### src/fst_pkg.sv
package fst_pkg;

    localparam int LENGTH_BITS_DEF = 24;

    localparam logic [7:0] CH_ESCAPE  = 8'h3F;
    localparam logic [7:0] CH_SEGMENT = 8'h27;
    localparam logic [7:0] CH_PLUS    = 8'h2B;
    localparam logic [7:0] CH_COLON   = 8'h3A;
    localparam logic [7:0] CH_AT      = 8'h40;
    localparam logic [7:0] CH_ZERO    = 8'h30;
    localparam logic [7:0] CH_NINE    = 8'h39;

    localparam logic [1:0] EC_NONE       = 2'd0;
    localparam logic [1:0] EC_STANDALONE = 2'd1;
    localparam logic [1:0] EC_IN_GROUP   = 2'd2;

    localparam logic [1:0] GC_NONE   = 2'd0;
    localparam logic [1:0] GC_HEADER = 2'd1;
    localparam logic [1:0] GC_DATA   = 2'd2;

    typedef struct packed {
        logic [7:0] byte_in;
        logic       message_end;
    } t_in_word;

    typedef struct packed {
        logic       value_valid;
        logic [7:0] value_byte;
        logic [1:0] element_close;
        logic [1:0] group_close;
        logic       segment_close;
    } t_out_word;

endpackage

### src/fst_lexer.sv
module fst_lexer #(
    parameter int LENGTH_BITS = fst_pkg::LENGTH_BITS_DEF
) (
    input  logic              i_clk,
    input  logic              i_rst_n,
    input  logic              i_fire,
    input  fst_pkg::t_in_word i_word,
    output fst_pkg::t_out_word o_word
);

    localparam int AW = LENGTH_BITS + 4;

    logic                   r_escape;
    logic                   r_in_group;
    logic                   r_reading_len;
    logic [LENGTH_BITS-1:0] r_len_acc;
    logic                   r_len_invalid;
    logic [LENGTH_BITS-1:0] r_raw_left;
    logic                   r_hdr_missing;

    logic                   n_escape;
    logic                   n_in_group;
    logic                   n_reading_len;
    logic [LENGTH_BITS-1:0] n_len_acc;
    logic                   n_len_invalid;
    logic [LENGTH_BITS-1:0] n_raw_left;
    logic                   n_hdr_missing;

    logic [7:0]    w_byte;
    logic [AW-1:0] w_acc_next;
    logic          w_is_digit;

    assign w_byte     = i_word.byte_in;
    assign w_is_digit = (w_byte >= fst_pkg::CH_ZERO) && (w_byte <= fst_pkg::CH_NINE);
    // acc * 10 + digit; low nibble of an ASCII digit is its value
    assign w_acc_next = (AW'(r_len_acc) << 3) + (AW'(r_len_acc) << 1) + AW'(w_byte[3:0]);

    always_comb begin
        n_escape      = r_escape;
        n_in_group    = r_in_group;
        n_reading_len = r_reading_len;
        n_len_acc     = r_len_acc;
        n_len_invalid = r_len_invalid;
        n_raw_left    = r_raw_left;
        n_hdr_missing = r_hdr_missing;
        o_word        = '0;

        if (r_escape) begin
            o_word.value_valid = 1'b1;
            o_word.value_byte  = w_byte;
            n_escape           = 1'b0;
        end else if (r_reading_len) begin
            if (w_byte == fst_pkg::CH_AT) begin
                n_reading_len = 1'b0;
                n_raw_left    = r_len_invalid ? '0 : r_len_acc;
            end else if (w_is_digit) begin
                if (!r_len_invalid) begin
                    if (w_acc_next[AW-1:LENGTH_BITS] != '0) begin
                        n_len_invalid = 1'b1;
                    end else begin
                        n_len_acc = w_acc_next[LENGTH_BITS-1:0];
                    end
                end
            end else begin
                n_len_invalid = 1'b1;
            end
        end else if (r_raw_left != '0) begin
            o_word.value_valid = 1'b1;
            o_word.value_byte  = w_byte;
            n_raw_left         = r_raw_left - LENGTH_BITS'(1);
        end else begin
            case (w_byte)
                fst_pkg::CH_ESCAPE: begin
                    n_escape = 1'b1;
                end
                fst_pkg::CH_SEGMENT: begin
                    if (r_in_group) begin
                        o_word.element_close = fst_pkg::EC_IN_GROUP;
                        o_word.group_close   = fst_pkg::GC_DATA;
                        n_in_group           = 1'b0;
                    end else begin
                        o_word.element_close = fst_pkg::EC_STANDALONE;
                    end
                    if (!r_hdr_missing) begin
                        o_word.segment_close = 1'b1;
                        n_hdr_missing        = 1'b1;
                    end
                end
                fst_pkg::CH_PLUS: begin
                    if (r_in_group) begin
                        o_word.element_close = fst_pkg::EC_IN_GROUP;
                        if (r_hdr_missing) begin
                            o_word.group_close = fst_pkg::GC_HEADER;
                            n_hdr_missing      = 1'b0;
                        end else begin
                            o_word.group_close = fst_pkg::GC_DATA;
                        end
                    end else begin
                        o_word.element_close = fst_pkg::EC_STANDALONE;
                    end
                    n_in_group = 1'b0;
                end
                fst_pkg::CH_COLON: begin
                    n_in_group           = 1'b1;
                    o_word.element_close = fst_pkg::EC_IN_GROUP;
                end
                fst_pkg::CH_AT: begin
                    n_reading_len = 1'b1;
                    n_len_acc     = '0;
                    n_len_invalid = 1'b0;
                    n_raw_left    = '0;
                end
                default: begin
                    o_word.value_valid = 1'b1;
                    o_word.value_byte  = w_byte;
                end
            endcase
        end
    end

    always_ff @(posedge i_clk) begin
        if (!i_rst_n || (i_fire && i_word.message_end)) begin
            r_escape      <= 1'b0;
            r_in_group    <= 1'b0;
            r_reading_len <= 1'b0;
            r_len_acc     <= '0;
            r_len_invalid <= 1'b0;
            r_raw_left    <= '0;
            r_hdr_missing <= 1'b1;
        end else if (i_fire) begin
            r_escape      <= n_escape;
            r_in_group    <= n_in_group;
            r_reading_len <= n_reading_len;
            r_len_acc     <= n_len_acc;
            r_len_invalid <= n_len_invalid;
            r_raw_left    <= n_raw_left;
            r_hdr_missing <= n_hdr_missing;
        end
    end

    a_len_no_raw: assert property (@(posedge i_clk) disable iff (!i_rst_n)
        r_reading_len |-> (r_raw_left == '0))
        else $error("raw count nonzero while reading length");

    a_esc_excl: assert property (@(posedge i_clk) disable iff (!i_rst_n)
        r_escape |-> (!r_reading_len && (r_raw_left == '0)))
        else $error("escape pending during length or raw run");

    a_grp_elem: assert property (@(posedge i_clk) disable iff (!i_rst_n)
        (o_word.group_close != fst_pkg::GC_NONE) |->
            (o_word.element_close == fst_pkg::EC_IN_GROUP))
        else $error("group close without element close");

endmodule

### src/fints_syntax_tokenizer.sv
// Pipeline: input register, then result register. Throughput: one word per
// cycle while the output is not stalled; the state update is one pass through
// the lexer logic between the input register and the result register.
// Reset: synchronous active-low i_rst_n clears the valid flags of both pipeline
// registers and the lexer state, which also resets after a message_end word.
module fints_syntax_tokenizer #(
    parameter int LENGTH_BITS = fst_pkg::LENGTH_BITS_DEF
) (
    input  logic               i_clk,
    input  logic               i_rst_n,
    input  logic               i_in_valid,
    output logic               o_in_ready,
    input  fst_pkg::t_in_word  i_in_word,
    output logic               o_out_valid,
    input  logic               i_out_ready,
    output fst_pkg::t_out_word o_out_word
);

    logic               r_in_valid;
    fst_pkg::t_in_word  r_in_word;
    logic               r_out_valid;
    fst_pkg::t_out_word r_out_word;

    logic               w_advance;
    fst_pkg::t_out_word w_lex_word;

    assign w_advance   = r_in_valid && (!r_out_valid || i_out_ready);
    assign o_in_ready  = !r_in_valid || w_advance;
    assign o_out_valid = r_out_valid;
    assign o_out_word  = r_out_word;

    fst_lexer #(
        .LENGTH_BITS(LENGTH_BITS)
    ) u_lexer (
        .i_clk  (i_clk),
        .i_rst_n(i_rst_n),
        .i_fire (w_advance),
        .i_word (r_in_word),
        .o_word (w_lex_word)
    );

    always_ff @(posedge i_clk) begin
        if (!i_rst_n) begin
            r_in_valid  <= 1'b0;
            r_out_valid <= 1'b0;
        end else begin
            if (o_in_ready) begin
                r_in_valid <= i_in_valid;
            end
            if (w_advance) begin
                r_out_valid <= 1'b1;
            end else if (i_out_ready) begin
                r_out_valid <= 1'b0;
            end
        end
    end

    always_ff @(posedge i_clk) begin
        if (o_in_ready && i_in_valid) begin
            r_in_word <= i_in_word;
        end
        if (w_advance) begin
            r_out_word <= w_lex_word;
        end
    end

    a_seg_elem: assert property (@(posedge i_clk) disable iff (!i_rst_n)
        (o_out_valid && o_out_word.segment_close) |->
            (o_out_word.element_close != fst_pkg::EC_NONE))
        else $error("segment close without element close");

    a_value_excl: assert property (@(posedge i_clk) disable iff (!i_rst_n)
        (o_out_valid && o_out_word.value_valid) |->
            ((o_out_word.element_close == fst_pkg::EC_NONE) &&
             (o_out_word.group_close == fst_pkg::GC_NONE)))
        else $error("value byte together with a close event");

    a_stall_hold: assert property (@(posedge i_clk) disable iff (!i_rst_n)
        (r_in_valid && !w_advance) |=> (r_in_valid && $stable(r_in_word)))
        else $error("stalled input word lost");

endmodule
### config.mk
export PLATFORM = sky130hd
export DESIGN_NAME = fints_syntax_tokenizer
export DESIGN_NICKNAME = d
export VERILOG_FILES = /design/src/fst_pkg.sv /design/src/fst_lexer.sv /design/src/fints_syntax_tokenizer.sv
export SDC_FILE = /design/constraint.sdc
export NUM_CORES = 1
export LEC_CHECK = 0
export BUFFER_PORTS_ARGS = -buffer_cell sky130_fd_sc_hd__buf_4
export CAP_MARGIN = 20
export CORE_MARGIN = 5
export CORE_UTILIZATION = 45
export CTS_CLUSTER_SIZE = 12
export DETAILED_ROUTE_END_ITERATION = 7
export HOLD_SLACK_MARGIN = 0.1
export PLACE_DENSITY = 0.75
export SKIP_LAST_GASP = 1
export SLEW_MARGIN = 20
export SYNTH_ARGS = -nofsm -noshare
export SYNTH_HDL_FRONTEND = slang
export SYNTH_SLANG_ARGS = --single-unit
### constraint.sdc
create_clock -name i_clk -period 3.99 [get_ports i_clk]
set_input_delay 0.399 -clock i_clk [delete_from_list [all_inputs] [get_ports i_clk]]
set_output_delay 0.399 -clock i_clk [all_outputs]
set_load 0.01 [all_outputs]
**Word level (Yosys, flattened, before mapping)**

Index checks and enable logic that the tools add are counted.

- Flip-flop bits (word level): 78
- Input port bits: 13
- Output and inout port bits: 16
- Word-level logic and storage cells: 108

- $add $sub $neg: 3
- $lt $le $gt $ge: 2
- Eq/ne operators: 12
- Multiplexer cells: 44
- Bitwise operators: 4
- Reduce and logical (&&, ||, !) cells: 27

Operators with widths:

| operator | count |
|---|---|
| $mux W24 | 11 |
| $eq A8 B6 Y1 const B | 4 |
| $add A27 B25 Y28 | 1 |
| $add A28 B4 Y28 | 1 |
| $reduce_bool A24 Y1 | 1 |
| $sub A24 B1 Y24 const B | 1 |
| $mux W1 | 20 |
| $mux W9 | 2 |
| $mux W14 | 1 |
| $reduce_and A5 Y1 | 2 |
| $reduce_bool A2 Y1 | 5 |
| $eq A8 B7 Y1 const B | 1 |
| $ge A8 B6 Y1 const B | 1 |
| $le A8 B6 Y1 const B | 1 |
| $mux W2 | 4 |
| $mux W8 | 1 |
| $ne A2 B2 Y1 const B | 4 |
| $pmux W2 S2 | 2 |
| $reduce_and A8 Y1 | 1 |
| $ne A2 B1 Y1 const B | 3 |
| $reduce_and A6 Y1 | 1 |
| $mux W5 | 1 |
| $reduce_or A5 Y1 | 1 |
| $logic_and A1 B1 Y1 | 4 |
| 10 further kinds | 18 |

**Depth between registers and ports, before layout**

- Word-level depth: 8
- Gate-level depth with buffers: 14
- Depth with buffers taken out: 12

**By module**

From an unflattened synthesis, not the netlist that was laid out.

- Cell total of the unflattened synthesis: 602
- Area, all modules: 5233.8 um2

Modules (own cells, without submodules):

| module | instances | cells an instance | area an instance (um2) | seq. area each (um2) |
|---|---|---|---|---|
| fst_lexer | 1 | 570 | 4439.3 | 1061.0 |
| fints_syntax_tokenizer | 1 | 32 | 794.5 | 730.7 |

**Least setup slack after synthesis**

No wires, ideal clock.

- Path kind: flip-flop to flip-flop
- Start point: reg r_in_word[4] (netlist name)
- End point: reg u_lexer.r_len_acc[0]
- Library setup time: 0.120 ns
- Data arrival time: 3.679 ns
- Required time: 3.870 ns
- Setup slack: 0.192 ns
- Cell stages (with the launch flop): 14
- Buffers on the path: 2
- Clock period less this slack: 3.798 ns
- Cells stage by stage: edfxtp_1 -> inv_1 -> fa_1 -> fa_1 -> nor2b_1 -> o211ai_1 -> a31o_2 -> a2111oi_1 -> o221ai_1 -> a311o_1 -> or3_1 -> buf_6 -> buf_6 -> mux2i_1

- Word-level cells in the longest chain between the ends: 4
- Elaborated cells between the ends (all ways): 12
- Those cells by class: 1 x add/sub; 2 x order compare; 5 x eq/ne; 4 x reduce/logical

RTL lines:

| item | RTL line | text |
|---|---|---|
| start: declaration | fints_syntax_tokenizer.sv:20 | `fst_pkg::t_in_word r_in_word;` |
| start signal: assignment | fints_syntax_tokenizer.sv:60 | `r_in_word <= i_in_word;` |
| $add A28 B4 Y28, or another cell as far along | fst_lexer.sv:36 | `assign w_acc_next = (AW'(r_len_acc) << 3) + (AW'(r_len_acc) << 1) + AW'(w_byte[3:0]);` |
| $reduce_bool A4 Y1 or $logic_and A1 B1 Y1 (tied branches) | fst_lexer.sv:58, fst_lexer.sv:34 |  |
| $ne A2 B1 Y1 (no line) or $ne A2 B2 Y1 (tied branches) | - |  |
| $reduce_and A8 Y1 (no line) (*) | - |  |
| end signal: assignment | fst_lexer.sv:134 | `r_len_acc <= n_len_acc;` |
| end: declaration | fst_lexer.sv:16 | `logic [LENGTH_BITS-1:0] r_len_acc;` |

Mark *: on every way between the ends. The rest lies on a longest branch, timed or not.
A chain may end at the register's enable or synchronous reset.

**Worst setup path in the final report**

- Start point: reg r_in_word[4] (netlist name)
- End point: reg u_lexer.r_len_acc[13]

- Word-level cells in the longest chain between the ends: 6
- Elaborated cells between the ends (all ways): 17
- Those cells by class: 1 x add/sub; 2 x order compare; 5 x eq/ne; 5 x mux; 4 x reduce/logical

RTL lines:

| item | RTL line | text |
|---|---|---|
| $add A28 B4 Y28 | fst_lexer.sv:36 |  |
| $mux W24 | fst_lexer.sv:58 | `if (w_acc_next[AW-1:LENGTH_BITS] != '0) begin` |
| $mux W24 | fst_lexer.sv:57 | `if (!r_len_invalid) begin` |
| $mux W24 | fst_lexer.sv:56 | `end else if (w_is_digit) begin` |
| $mux W24 | fst_lexer.sv:53 | `if (w_byte == fst_pkg::CH_AT) begin` |
| $mux W24 | fst_lexer.sv:52 | `end else if (r_reading_len) begin` |

Several ways; a longest one is shown, not always the timed one. The select of a mux whose other input is x is not followed.

==> flow_summary.yaml <==
sta:
  timing.fmax_ghz: 0.261
  min_period_over_period_pct: 95.9
  fin_skew_ns: 0.00492
  slew_headroom_pct: 41.5
  worstMarginPinSlew_ns: 0.878
  post-route-min-period_ns: 3.83
  hold_viol: 0
  setup_violations: 0
  finalMaxSlewViolations: 0
  rsz0062_at_grt: "false"
  tns_ns: 0
cts:
  cts_hold_buf: 0
  clock-sinks: 78
  cts-root-buf: "clkbuf_16"
  cts_max_level: 3
  numCtsBuffers: 9
  clk_pin_slew_worst_paths_ns: 0.06
  tritoncts: "built"
  postCtsSetupBuffers: 0
  insertion_delay_ns: 0.34
  cts_resized: 0
  clock_path_buffers: 2
global_route:
  grt_pass1_wl_um: 23200
  grt_max_degree: 34
  antenna_found_initial: 0
  grt_use_total_pct: 19.6
  grt_overflow: 0
  grt_pass1_vias: 4773
route:
  first_pass_iters: 5
  drc: 0
  wirelength_um: 13800
  post_drt_wl_per_cell_um: 16.8
  final_antenna_net_count: 0
  drtIter0Drc: 425
  via_per_inst: 6.05
  num_vias: 4985
synth:
  syn_area_mm2: 0.00542
  syn_area_per_cell_um2: 8.44
  synth.distinct_cells: 69
  synth-warning-count: 0
  synthesis.nets: 708
  synth_seq_cells: 78
  synthCells: 643
  synth-edff-count: 23
  seq_area_frac_synth_pct: 33.0
  async_reset_ff_share_pct: 0
  ys.flop_type: "dfxtp_1"
status:
  status: "completed"
critical_path:
  crit_start: "r_in_word[4]"
  worst-path-max-fanout: 17
  cp-end-kind: "register"
  required_ns: 4.20
  cp_slowest_cell: "fa_1"
  max_stage_delay_ns: 0.47
  worst-endpoint-arrival_ns: 4.04
  critPathKind: "reg -> reg"
  r2r-start: "r_in_word[4]"
  cp-start-kind: "register"
  critical_path.most_common_cell: "fa_1"
  crit_path_cell_trace: "inv_1, fa_1, fa_1, nor2b_1, o211ai_1, a31o_2, a211oi_1, nor4_1, a311o_1, or3_1, buf_4, mux2i_1"
layout:
  drive_above_1_share_pct: 11.2
  seqCellArea_mm2: 0.00179
  antenna_cells: 0
  areaGrowthSynthToFinish_pct: 13.8
  nNetsFinal: 737
  multi_input_area_mm2: 0.00342
  nFillCells: 1087
worst_hold_path:
  hold_start: "i_in_word[5]"
  holdCritPathClass: "in -> reg"
power:
  powerDensity_mw_per_mm2: 613
  combPwrFrac_pct: 47.5
  internal_power_mw: 2.23
  power.share.clock_pct: 25.1
  p_sw_mw: 1.56
  p_leak_nw: 2.71
  totalPowerFinal_mw: 3.79
  peakVddDrop_v: 0.000344
  seqPwrFrac_pct: 27.4
  swShare_pct: 41.2
job:
  max_cap_viol_count: 0
floorplan:
  dieArea_mm2: 0.0143
  boundaryPins: 29
  die_w_um: 120
  core_area_mm2: 0.0119
  initial_core_util_pct: 45.5
  die_h_um: 120
  rows: 40
place:
  dpl.hpwl_um: 10000
  portBuffers: 28
  routabilityCongestion: 0.931
[path summary, 6_finish.rpt]
path / cells after the start / to / slack [ns]
worst max register to register: 12 / u_lexer.r_len_acc[13] / 0.16
worst min-delay path: 1 / r_in_word[5] / 0.23
worst min register to register: 2 / u_lexer.r_raw_left[14] / 0.48
worst max-delay path: 12 / u_lexer.r_len_acc[13] / 0.16
[kinds of logic after synthesis]
group / Yosys count / synth area share [%]
AND/OR/NAND/NOR: 246 / 21.9
AO/OA/AOI/OAI: 175 / 21.2
flip-flops: 78 / 33.0
adder cells (fa/ha/maj): 52 / 12.3
buffers and inverters: 49 / 4.08
multiplexers: 23 / 4.24
XOR/XNOR: 20 / 3.23
[routing by layer]
layer	GRT usage [%]	wire length (um)
met3	2.50	776
met5	0	0
met1	26.6	6290
met2	31.3	6400
met4	8.73	334
[cells in the mapped netlist, types with 5 or more instances]
| cell type | number | area [um2] |
|---|---|---|
| nand2_1 | 81 | 304 |
| nor2_1 | 58 | 218 |
| dfxtp_1 | 55 | 1100 |
| ha_1 | 50 | 626 |
| a21oi_1 | 48 | 240 |
| o21ai_0 | 41 | 205 |
| edfxtp_1 | 23 | 691 |
| mux2i_1 | 23 | 230 |
| clkbuf_1 | 21 | 78.8 |
| nor3_1 | 20 | 100 |
| inv_1 | 19 | 71.3 |
| nand3_1 | 14 | 70.1 |
| a211oi_1 | 11 | 82.6 |
| and2_1 | 11 | 68.8 |
| or3_1 | 11 | 68.8 |
| xnor2_1 | 11 | 96.3 |
| nor4_1 | 9 | 56.3 |
| xor2_1 | 9 | 78.8 |
| a21o_1 | 8 | 60.1 |
| nand2b_1 | 8 | 50.1 |
| a221oi_1 | 7 | 61.3 |
| o211ai_1 | 7 | 52.6 |
| o21a_1 | 7 | 52.6 |
| a31oi_1 | 6 | 37.5 |
| nand4_1 | 5 | 31.3 |
| nor2b_1 | 5 | 31.3 |
[critical path, delay by kind of cell, from the launching register on]
kind | cells | cell delay [ns]
fa+ha+maj | 2 | 0.92
compound gates | 4 | 1.21
buf+inv | 2 | 0.38
flops | 1 | 0.38
simple gates | 3 | 0.65
mux | 1 | 0.15
[per-stage QoR]
stage	instance area (um2)	setup slack, ns	util, %	hold WS, ns	instances
floorplan	5420	0.192	-	0.448	643
global placement	5820	0.156	48.8	0.464	808
detailed placement	5820	0.118	48.8	0.477	808
CTS	6160	0.0808	51.7	0.223	824
global route	6170	0.00552	51.8	0.224	824
finish	6170	0.165	51.8	0.235	824
[area by class of cell]
type / count / share of cell area (%)
Inverter: 20 / 1.22
Tap cell: 147 / 2.98
Timing Repair Buffer: 47 / 5.72
Clock buffer: 9 / 3.65
Clock inverter: 7 / 1.95
Sequential cell: 78 / 29.0
Multi-Input combinational cell: 516 / 55.5
[power groups by stage]
stage | sequential, mW | combinational, mW | clock (mW)
floorplan | 1.03 | 1.38 | 0
global placement | 1.04 | 1.71 | 0
detailed placement | 1.05 | 1.76 | 0
CTS | 1.03 | 1.77 | 0.961
global route | 1.05 | 2.03 | 0.995
finish | 1.04 | 1.80 | 0.951
[layout by cell type, fill, tap and decap left out, types with 10 or more instances in the layout]
master / netlist / routed
nand2_1: 81 / 81
nor2_1: 58 / 58
dfxtp_1: 55 / 55
ha_1: 50 / 50
a21oi_1: 48 / 48
buf_4: 1 / 47
o21ai_0: 41 / 40
mux2i_1: 23 / 23
edfxtp_1: 23 / 23
nor3_1: 20 / 20
inv_1: 19 / 19
nand3_1: 14 / 14
or3_1: 11 / 11
and2_1: 11 / 11
xnor2_1: 11 / 11
a211oi_1: 11 / 10
[state kept, by name (all words and copies together) (netlist names)]
name                   flops
u_lexer.r_raw_left        24
u_lexer.r_hdr_missing      1
u_lexer.r_len_acc         24
r_in_valid                 1
o_out_valid                1
u_lexer.r_len_invalid      1
u_lexer.r_escape           1
u_lexer.r_in_group         1
r_in_word                  9
o_out_word                14
u_lexer.r_reading_len      1
No activity file was read; power rests on OpenSTA's default activity.
